--- src/rtl/rvfc_pkg.sv ---
`timescale 1ns / 1ps
`default_nettype none
package rvfc_pkg;

    localparam int FRAC_BITS = 16;        // origin fraction bits
    localparam int DIR_FRAC = 14;         // direction fraction bits
    localparam int NUM_AXES = 3;          // 0 x, 1 y, 2 z
    localparam int NUM_W = 42;            // signed numerator width, enough for FRAC_BITS 24
    localparam int CELL_W = 33 - FRAC_BITS;
    localparam int SAT_SHIFT = 31 - DIR_FRAC;
    localparam int DIV_STEPS = 31;        // quotient bits below saturation
    localparam int Q_FIFO_DEPTH = 4;
    localparam int Q_PTR_W = 2;

    localparam logic [30:0] DIST_MAX = 31'h7FFF_FFFF;

    typedef enum logic [2:0] {
        FACE_DOWN  = 3'd0,
        FACE_UP    = 3'd1,
        FACE_NORTH = 3'd2,
        FACE_SOUTH = 3'd3,
        FACE_WEST  = 3'd4,
        FACE_EAST  = 3'd5
    } t_face;

    // One candidate face per axis; the sign of the direction picks which.
    typedef struct packed {
        logic        cand;   // face counts
        logic        far;    // upper plane of the axis
        logic        sat;    // quotient would exceed DIST_MAX
        logic [31:0] num;    // numerator, valid when not saturated
        logic [15:0] den;    // |direction|
    } t_axis_job;

    typedef struct packed {
        t_axis_job [NUM_AXES-1:0] ax;
        logic [NUM_AXES-1:0][15:0] cell_pos;
    } t_job;

    function automatic t_face face_of(input logic [1:0] axis, input logic far);
        t_face f;
        case (axis)
            2'd0:    f = far ? FACE_EAST : FACE_WEST;
            2'd1:    f = far ? FACE_UP : FACE_DOWN;
            2'd2:    f = far ? FACE_SOUTH : FACE_NORTH;
            default: f = FACE_DOWN;
        endcase
        return f;
    endfunction

endpackage
`default_nettype wire

--- src/rtl/rvfc_front.sv ---
`timescale 1ns / 1ps
`default_nettype none
module rvfc_front (
    input  wire logic                     i_enter,
    input  wire logic [2:0][31:0]         i_origin,
    input  wire logic [2:0][15:0]         i_dir,
    input  wire logic [2:0][15:0]         i_voxel,
    output rvfc_pkg::t_job                o_job
);
    import rvfc_pkg::*;

    localparam logic signed [NUM_W-1:0] ONE = NUM_W'(1) << FRAC_BITS;

    always_comb begin
        logic [FRAC_BITS-1:0]        fr;
        logic [FRAC_BITS+9:0]        fr_k;
        logic                        dneg, dpos, lowf, highf;
        logic signed [CELL_W-1:0]    cell_idx;
        logic signed [NUM_W-1:0]     orel, o_abs, plane, num, lim;
        logic [16:0]                 vox;
        o_job = '0;
        for (int a = 0; a < NUM_AXES; a++) begin
            fr    = i_origin[a][FRAC_BITS-1:0];
            fr_k  = (FRAC_BITS+10)'(fr) * (FRAC_BITS+10)'(1000);
            dneg  = i_dir[a][15];
            dpos  = !i_dir[a][15] && (i_dir[a] != 16'd0);
            lowf  = fr_k < (FRAC_BITS+10)'(1) << FRAC_BITS;
            highf = fr_k > (FRAC_BITS+10)'(999) << FRAC_BITS;
            cell_idx = {i_origin[a][31], i_origin[a][31:FRAC_BITS]};
            orel  = NUM_W'(fr);
            // snap the cell across a boundary the ray is about to cross
            if (lowf && dneg) begin
                cell_idx = cell_idx - CELL_W'(1);
                orel = orel + ONE;
            end else if (highf && dpos) begin
                cell_idx = cell_idx + CELL_W'(1);
                orel = orel - ONE;
            end
            o_abs = {{(NUM_W-32){i_origin[a][31]}}, i_origin[a]};
            vox   = {i_voxel[a][15], i_voxel[a]} + 17'(dneg);
            plane = {{(NUM_W-17-FRAC_BITS){vox[16]}}, vox, {FRAC_BITS{1'b0}}};
            if (i_enter) begin
                num = dpos ? plane - o_abs : o_abs - plane;
            end else begin
                num = dpos ? ONE - orel : orel;
            end
            o_job.ax[a].den  = dneg ? 16'(-i_dir[a]) : i_dir[a];
            lim = NUM_W'(o_job.ax[a].den) << SAT_SHIFT;
            o_job.ax[a].cand = (i_dir[a] != 16'd0) &&
                               (i_enter ? !num[NUM_W-1] : (num > 0));
            o_job.ax[a].far  = i_enter ? dneg : dpos;
            o_job.ax[a].sat  = num >= lim;
            o_job.ax[a].num  = num[31:0];
            o_job.cell_pos[a] = i_enter ? 16'd0 : cell_idx[15:0];
        end
    end

endmodule
`default_nettype wire

--- config.mk ---
export PLATFORM = sky130hd
export DESIGN_NAME = rvfc_front
export DESIGN_NICKNAME = d
export VERILOG_FILES = /design/src/rtl/rvfc_pkg.sv /design/src/rtl/rvfc_front.sv
export SDC_FILE = /design/constraint.sdc
export NUM_CORES = 1
export LEC_CHECK = 0
export BUFFER_PORTS_ARGS = -buffer_cell sky130_fd_sc_hd__buf_2
export CORE_MARGIN = 2
export CORE_UTILIZATION = 60
export DETAILED_ROUTE_END_ITERATION = 7
export PLACE_DENSITY = 0.85
export SLEW_MARGIN = 20
export SYNTH_ARGS = -nofsm -noshare
export SYNTH_HDL_FRONTEND = slang
export SYNTH_SLANG_ARGS = --single-unit
--- constraint.sdc ---
create_clock -name vclk -period 21.1
set_input_delay 1.055 -clock vclk [all_inputs]
set_output_delay 1.055 -clock vclk [all_outputs]
set_load 0.02 [all_outputs]
==> results.py <==
metrics = {
    "global_routing": {
        "antenna_found_initial": 10,
        "grt_pass1_vias": 21792,
        "grt_max_degree": 53,
        "grt_pass1_wl_um": 114000,
        "grt_use_total_pct": 38.1,
        "overflow": 0,
    },
    "final_layout": {
        "area_delta_synth_final_pct": 10.7,
        "drive_above_1_share_pct": 14.8,
        "nNetsFinal": 3902,
        "mostFrequentLayoutCell": "inv_1",
        "layout.cells.non_filler": 3646,
        "fin_area_sq_um": 23600,
        "nClkBuffers": 0,
        "regArea_sq_um": 0,
        "seq_cell_count": 0,
        "layout_common_cells": "438 x inv_1, 393 x buf_2, 363 x ha_1",
        "fin_util_pct": 66.8,
    },
    "critical_path": {
        "cpMostUsedCell": "o21a_1",
        "cp_slowest_cell": "a41oi_1",
        "worstPathMaxFanout": 9,
        "critPathLaunchType": "primary input",
        "cp-end-kind": "output pin",
        "critPathMaxStageDelay_ns": 0.79,
        "critPathRequiredTime_ns": 20.05,
        "worstSetupPathType": "primary input to output pin",
        "crit_arrival_ns": 8.93,
    },
    "min_path": {
        "hp-class": "primary input to output pin",
        "min_path_cells": 2,
    },
    "place": {
        "dp_cells": 3640,
        "dpl.hpwl_um": 62100,
        "dpl-instance-area_sq_um": 23600,
        "gp_congestion": 1.08,
        "place.port_buffers": 394,
    },
    "synthesis": {
        "muxShareOfSynthArea_pct": 2.47,
        "ys_types": 105,
        "synth_simple_gate_area_share_pct": 21.7,
        "syn_area_sq_um": 21300,
        "syn_nets": 3583,
        "synth-adder-area-share_pct": 36.8,
        "synth_warnings": 0,
        "synthCells": 2862,
        "synth_top_family_by_area": "adder cells",
        "synth_compound_area_share_pct": 20.7,
        "synthXorXnorAreaFrac_pct": 8.79,
        "syn_avg_cell_area_sq_um": 7.45,
        "yosysSeqAreaShare_pct": 0,
    },
    "detailed_routing": {
        "viasPerCell": 6.30,
        "drtIter0Drc": 2099,
        "ant_nets": 0,
        "drt_first_pass_iters": 7,
        "routed_wl_um": 72900,
        "route.detailed.drc": 0,
        "vias": 22967,
        "wl_per_cell_um": 20.0,
    },
    "die": {
        "core_sq_um": 35300,
        "die_w_um": 192,
        "dieArea_sq_um": 37000,
        "rows": 69,
        "io_pins": 394,
        "die_y_um": 192,
        "start_util_pct": 60.4,
    },
    "sta": {
        "final_max_slew_viol_count": 0,
        "tns_ns": 0,
        "worstMarginPinSlew_ns": 1.01,
        "setup_viol": 0,
        "final_hold_viol_count": 0,
        "fin_crit_ns": 9.98,
        "rsz0062_at_grt": "false",
        "fmax_mhz": 100,
        "post-route-period-util_pct": 47.3,
        "slew_headroom_pct": 32.0,
    },
    "pwr": {
        "p_leak_nw": 12.0,
        "power_mw": 2.04,
        "peakVddDrop_mv": 0.0859,
        "power_density_nw_per_um2": 86.3,
    },
    "job": {
        "maxCapViolCount": 0,
    },
    "outcome": {
        "status": "finished clean",
    },
    "clock_network": {
        "cts_resized": 0,
        "postCtsHoldBufs": 0,
        "cts_setup_buffers": 0,
    },
}
-- cells by family (layout without fill, tap and decap cells) --
family                     count (synthesis)  in the layout
AOI/OAI and AO/OA                        647            647
other                                      0              6
muxes                                     49             49
buffers and inverters                    527            844
xor gates and xnor gates                 214            214
and+or+nand+nor                          897            897
adders and majority gates                528            528
-- cell usage after synthesis, types with 29 or more instances --
cell,number,share of area (%)
a211oi_1,33,1.2
o21a_1,37,1.3
nand3_1,72,1.7
o21ai_0,108,2.5
xnor2_1,153,6.3
inv_1,439,7.7
mux2i_1,29,1.4
fa_1,165,15
nor2_1,234,4.1
or3_1,36,1.1
nor4_1,33,0.97
a21o_1,65,2.3
clkbuf_1,61,1.1
and3_1,46,1.4
nand4_1,51,1.5
ha_1,363,21
nand2_1,183,3.2
a21oi_1,159,3.7
xor2_1,61,2.5
a31oi_1,34,1.0
nor3_1,64,1.5
-- report_power, final --
part	internal (mW)	switching [mW]
sequential	0	0
combinational	0.796	1.24
clock	0.0000000382	0
total	0.796	1.24
-- metal layers --
metal	vias to the layer above	routed length [um]	track usage, %
li1	10625	-	-
met1	10911	29400	49.6
met2	1219	33600	62.8
met3	204	6620	6.00
met4	8	3320	15.9
met5	-	48	0
-- path summary, 6_finish.rpt --
check | start | end | slack (ns)
min | i_dir[32] | o_job[150] | 2.40
max | i_origin[3] | o_job[96] | 11.12
-- critical path, delay by kind of cell --
family / cells / cell delay (ns)
compound gates: 14 / 3.39
buf+inv: 4 / 0.65
fa+ha+maj: 6 / 2.61
xor+xnor: 1 / 0.12
simple gates: 4 / 1.09
-- through the flow --
stage          hold WS (ns)  worst slack [ns]
2_1_floorplan          2.22             12.24
3_3_place_gp           2.40             11.46
3_5_place_dp           2.40             11.29
4_1_cts                2.40             11.24
5_1_grt                2.41             10.63
6_report               2.40             11.12
-- area by class of cell --
class / count / area [sq um]
multi-input cells: 2335 / 19300
well taps: 461 / 577
diodes: 6 / 15.0
inverters: 440 / 1650
repair buffers: 404 / 2050
fillers: 3072 / 11700
No activity file was read; power rests on OpenSTA's default activity.
