[config.mk]
export PLATFORM = sky130hd
export DESIGN_NAME = rvfc_queue
export DESIGN_NICKNAME = d
export VERILOG_FILES = /design/src/rtl/rvfc_pkg.sv /design/src/rtl/rvfc_queue.sv
export SDC_FILE = /design/constraint.sdc
export NUM_CORES = 1
export LEC_CHECK = 0
export BUFFER_PORTS_ARGS = -buffer_cell sky130_fd_sc_hd__buf_2
export CORE_ASPECT_RATIO = 0.8
export CORE_UTILIZATION = 35
export CTS_CLUSTER_DIAMETER = 80
export DETAILED_ROUTE_END_ITERATION = 8
export HOLD_SLACK_MARGIN = 0.03
export PLACE_DENSITY = 0.61
export SETUP_SLACK_MARGIN = 0.15
export SYNTH_ARGS = -nofsm -noshare
export SYNTH_HDL_FRONTEND = slang
export SYNTH_SLANG_ARGS = --single-unit
[constraint.sdc]
create_clock -name i_clk -period 15.03 [get_ports i_clk]
set_input_delay 0.7515 -clock i_clk [delete_from_list [all_inputs] [get_ports i_clk]]
set_output_delay 0.7515 -clock i_clk [all_outputs]
set_load 0.005 [all_outputs]
[src/rtl/rvfc_pkg.sv]
`timescale 1ns / 1ps
`default_nettype none
package rvfc_pkg;

    localparam int FRAC_BITS = 16;        // origin fraction bits
    localparam int DIR_FRAC = 14;         // direction fraction bits
    localparam int NUM_AXES = 3;          // 0 x, 1 y, 2 z
    localparam int NUM_W = 42;            // signed numerator width, enough for FRAC_BITS 24
    localparam int CELL_W = 33 - FRAC_BITS;
    localparam int SAT_SHIFT = 31 - DIR_FRAC;
    localparam int DIV_STEPS = 31;        // quotient bits below saturation
    localparam int Q_FIFO_DEPTH = 4;
    localparam int Q_PTR_W = 2;

    localparam logic [30:0] DIST_MAX = 31'h7FFF_FFFF;

    typedef enum logic [2:0] {
        FACE_DOWN  = 3'd0,
        FACE_UP    = 3'd1,
        FACE_NORTH = 3'd2,
        FACE_SOUTH = 3'd3,
        FACE_WEST  = 3'd4,
        FACE_EAST  = 3'd5
    } t_face;

    // One candidate face per axis; the sign of the direction picks which.
    typedef struct packed {
        logic        cand;   // face counts
        logic        far;    // upper plane of the axis
        logic        sat;    // quotient would exceed DIST_MAX
        logic [31:0] num;    // numerator, valid when not saturated
        logic [15:0] den;    // |direction|
    } t_axis_job;

    typedef struct packed {
        t_axis_job [NUM_AXES-1:0] ax;
        logic [NUM_AXES-1:0][15:0] cell_pos;
    } t_job;

    function automatic t_face face_of(input logic [1:0] axis, input logic far);
        t_face f;
        case (axis)
            2'd0:    f = far ? FACE_EAST : FACE_WEST;
            2'd1:    f = far ? FACE_UP : FACE_DOWN;
            2'd2:    f = far ? FACE_SOUTH : FACE_NORTH;
            default: f = FACE_DOWN;
        endcase
        return f;
    endfunction

endpackage
`default_nettype wire

[src/rtl/rvfc_queue.sv]
`timescale 1ns / 1ps
`default_nettype none
module rvfc_queue (
    input  wire logic           i_clk,
    input  wire logic           i_rst_n,
    input  wire logic           i_push,
    input  wire rvfc_pkg::t_job i_job,
    output logic                o_full,
    input  wire logic           i_pop,
    output logic                o_valid,
    output rvfc_pkg::t_job      o_job
);
    import rvfc_pkg::*;

    t_job                 r_mem [Q_FIFO_DEPTH];
    logic [Q_PTR_W-1:0]   r_wr, r_rd;
    logic [Q_PTR_W:0]     r_cnt;
    logic                 do_push, do_pop;

    assign o_full  = r_cnt == (Q_PTR_W+1)'(Q_FIFO_DEPTH);
    assign o_valid = r_cnt != '0;
    assign o_job   = r_mem[r_rd];
    assign do_push = i_push && !o_full;
    assign do_pop  = i_pop && o_valid;

    always_ff @(posedge i_clk) begin
        if (!i_rst_n) begin
            r_wr  <= '0;
            r_rd  <= '0;
            r_cnt <= '0;
        end else begin
            if (do_push) r_wr <= r_wr + 1'b1;
            if (do_pop)  r_rd <= r_rd + 1'b1;
            r_cnt <= r_cnt + (Q_PTR_W+1)'(do_push) - (Q_PTR_W+1)'(do_pop);
        end
    end

    always_ff @(posedge i_clk) begin
        if (do_push) r_mem[r_wr] <= i_job;
    end

endmodule
`default_nettype wire

==> results.rst <==
.. list-table::
   :header-rows: 1

   * - Metric
     - Value
   * - Async set-reset flop share out of synthesis
     - 0%
   * - Detail Placement HPWL
     - 35.94 mm
   * - Setup CP Type
     - flop to output port
   * - Netlist area before placement
     - 0.02969 sq mm
   * - Cell breakdown of the critical path
     - buf_4 > buf_4 > mux4_2 > buf_2
   * - Top-Level Pins
     - a little over 400
   * - Placeable core region
     - 0.08404 sq mm
   * - Number of max-capacitance violations reported
     - 0
   * - Synth Flop Type
     - sky130_fd_sc_hd__edfxtp_1
   * - Maximum buffer depth of the clock tree
     - 3
   * - EDFF count, synth
     - 804
   * - Gr usage total
     - 13.95%
   * - Period minus WS final
     - 4851 ps
   * - Final antenna-violating net count
     - 0
   * - Number of setup violations in the final report
     - 0
   * - Pwr per Cell Area
     - about 170 mW/mm^2
   * - Internal power contribution
     - 4378 uW
   * - Nets
     - between 1500 and 2000
   * - Net switching power
     - 1480 uW
   * - Area share of the largest cell type after synthesis
     - 81.33%
   * - Final cycle utilization of the critical path
     - 32.27%
   * - Number of iterations in the first detailed-routing pass
     - 4
   * - DRC violation count after routing
     - 0
   * - Number of antenna violations at the first check in global routing
     - 10
   * - Post-Synthesis Mean Instance Area
     - 27.04 sq um
   * - Max-slew violation total from the final report
     - 0
   * - Crit end category
     - output port
   * - Hold Path Stages
     - 1
   * - Fmax
     - 206.1 MHz
   * - # port buffers
     - 407
   * - Number of global-route vias before repair
     - 14170
   * - Starting Density
     - 35.33%
   * - Switch share
     - 25.27%
   * - Worst endpoint required time
     - 14280 ps
   * - Overall die area
     - ~0.086 sq mm
   * - TritonCTS clock tree
     - yes
   * - Routed WL per cell
     - 21.93 um
   * - Number of buffers added by the clock tree synthesis step
     - 82
   * - Die outline width
     - approximately 330 um
   * - Area contributors post-synth
     - sky130_fd_sc_hd__edfxtp_1, sky130_fd_sc_hd__mux4_2, sky130_fd_sc_hd__buf_12, sky130_fd_sc_hd__dfxtp_1, sky130_fd_sc_hd__buf_2
   * - Worst R2R Start
     - r_cnt[1]
   * - Number of sinks handled by clock tree synthesis
     - 813
   * - Slowest stage cell, crit path
     - sky130_fd_sc_hd__dfxtp_4
   * - Arrival time worst endpoint
     - 4100 ps
   * - Stage delay of the slowest cell on the critical path
     - 900 ps
   * - Synthesized instance count
     - 1098
   * - Min-Delay Endpoint
     - r_mem[2][37]
   * - Aggregate global routing overflow
     - 0
   * - Clock edge transition at the registers on the reported setup and hold paths
     - 60 ps
   * - Via count
     - 13230
   * - Number of fill cells
     - ~7300
   * - Number of flip-flops and latches in the synthesized netlist
     - 813
   * - Largest net degree at the start of global routing
     - slightly below 60
   * - Area of the multi-input gates
     - 0.004802 sq mm
   * - Cell with the most instances after synthesis
     - sky130_fd_sc_hd__edfxtp_1
   * - Final std cell area, no fill
     - 0.03523 sq mm
   * - Fraction of power consumed by sequential logic
     - between 40 and 50%
   * - Leakage power
     - 0.01156 uW
   * - Worst-case reg-to-reg path depth
     - 5
   * - Area Overhead vs Synth
     - 18.66%
   * - Placed Area
     - 0.03273 sq mm
   * - First-pass GRT wire length
     - 89.86 mm
   * - Setup skew after layout
     - 19.36 ps
   * - Num rows
     - between 90 and 100
   * - Sequential standard cell area
     - 0.02433 sq mm
   * - Number of vias per cell
     - about 4.8
   * - Top cells by instance count after synthesis
     - sky130_fd_sc_hd__edfxtp_1, sky130_fd_sc_hd__mux4_2, sky130_fd_sc_hd__buf_12
   * - Delay-heaviest family, CP
     - buffers and inverters
   * - Setup repair after global routing missed its margin
     - no
   * - Maximum fanout along the worst path
     - 47
   * - Post-synthesis sequential area ratio
     - 81.93%
   * - Cell repeated most along the worst path
     - sky130_fd_sc_hd__buf_4
   * - Relative slew slack
     - between 30 and 40%
   * - Post-CTS sizing
     - 0
   * - Clk Latency, worst-skew pair
     - 620 ps
   * - Setup Fix Bufs, Post-CTS
     - 0
   * - Final Hold Viols
     - 0
   * - Fraction of power consumed by the clock network
     - around a third
   * - Cell type contributing the most total cell area after synthesis
     - sky130_fd_sc_hd__edfxtp_1
   * - Outcome
     - finished, final reports clean
   * - Reg-to-Reg End
     - r_mem[1][165]
   * - Number of violations reported at the end of detailed-routing iteration 0
     - 882
   * - Gp weighted congestion
     - 0.7381
   * - Startpoint of the tightest hold check path
     - i_job[37]
   * - Clock H-tree levels
     - 3
   * - Register-to-register path setup slack
     - ~11000 ps
   * - Count of hold-fix buffers inserted at cts
     - 0
   * - Root Driver
     - sky130_fd_sc_hd__clkbuf_16
   * - Startpoint Class
     - flop
   * - Comb power frac
     - 19.3%
   * - Class of the tightest hold or removal check
     - input port to flop
   * - Worst voltage drop across the vdd grid
     - 0.09107 mV
   * - Post-synthesis net count
     - 1310
   * - Worst slew pin tran
     - 1016 ps
   * - Sum Neg Setup Slack
     - 0 ps
   * - Buffers & Inverters on Critical Path
     - 3
   * - Synthesis warning total
     - 0
   * - Share of cells above drive strength 1
     - 45.88%
   * - Wirelength, routed
     - 60.13 mm
   * - Die height
     - 262.5 um
   * - Synth cell types
     - 20
final cells by class:
type,instances,share of cell area (%)
sequential,813,69.07
multi-input combinational,233,13.63
timing repair buffer,426,6.187
clock buffer,102,6.159
tap,1115,3.960
clock inverter,47,0.9341
inverter,5,0.05328
antenna,1,0.007104
placed cells by master, fill, tap and decap left out, drive strengths merged:
cell / netlist / routed
edfxtp: 804 / 804
diode: 0 / 1
bufinv: 0 / 2
o31a: 1 / 1
clkbuf: 5 / 102
buf: 42 / 426
and2: 7 / 7
clkinvlp: 0 / 3
xnor2: 4 / 4
clkinv: 0 / 37
mux2i: 2 / 2
ha: 6 / 6
o311ai: 1 / 1
nor3b: 1 / 1
fa: 1 / 1
or3: 1 / 1
nor2b: 4 / 4
inv: 5 / 10
dfxtp: 9 / 9
mux4: 201 / 201
nand2: 4 / 4
cell families after synthesis:
logic type / after synthesis / share of synthesized area (%)
buffers and inverters: 52 / 1.926
muxes: 203 / 15.32
adders and majority gates: 7 / 0.3203
and+or+nand+nor: 17 / 0.3287
AOI/OAI and AO/OA: 2 / 0.05902
DFF: 813 / 81.93
xor gates and xnor gates: 4 / 0.1180
power by group through the flow:
stage          Sequential, uW  Combinational (uW)  Clock [uW]
2_1_floorplan            2870                 797           0
3_3_place_gp             2870                1160           0
6_report                 2830                1130        1890
5_1_grt                  2860                1230        2030
3_5_place_dp             2890                1170           0
4_1_cts                  2840                1180        1950
registers in the layout (all words and copies together), names as in the netlist, named ones only:
name,count
r_rd,2
r_mem,804
r_cnt,3
r_wr,2
per-stage QoR:
step	setup slack (ps)	cells	power, uW	hold slack (ps)	utilization (%)
final	10180	2742	5858	340.3	41.92
after global routing	9698	2741	6123	292.7	41.92
after CTS	9894	2741	5970	281.6	41.92
after detailed placement	10600	2592	4062	501.8	38.94
after global placement	10620	2592	4036	477.1	38.94
after floorplan	8734	1098	3671	467.7	-
how the worst max path moves through the flow:
| stage | slack (ps) | depth (start not counted) | to | from |
|---|---|---|---|---|
| 6_report | 10180 | 4 | o_job[131] | flop |
| 2_1_floorplan | 8730 | 3 | r_mem[0][0] | i_push |
| 5_1_grt | 9700 | 4 | o_job[113] | flop |
| 3_3_place_gp | 10620 | 4 | o_job[126] | flop |
| 4_1_cts | 9890 | 4 | o_job[136] | flop |
| 3_5_place_dp | 10600 | 4 | o_job[136] | flop |
metal layers:
metal / track usage (%) / up-vias / wire length [um]
met5: 0 / - / 118
li1: - / 5702 / -
met2: 22.56 / 409 / 29750
met1: 18.30 / 6996 / 24880
met4: 3.890 / 18 / 1126
met3: 4.144 / 101 / 4254
No activity file was read; power rests on OpenSTA's default activity.
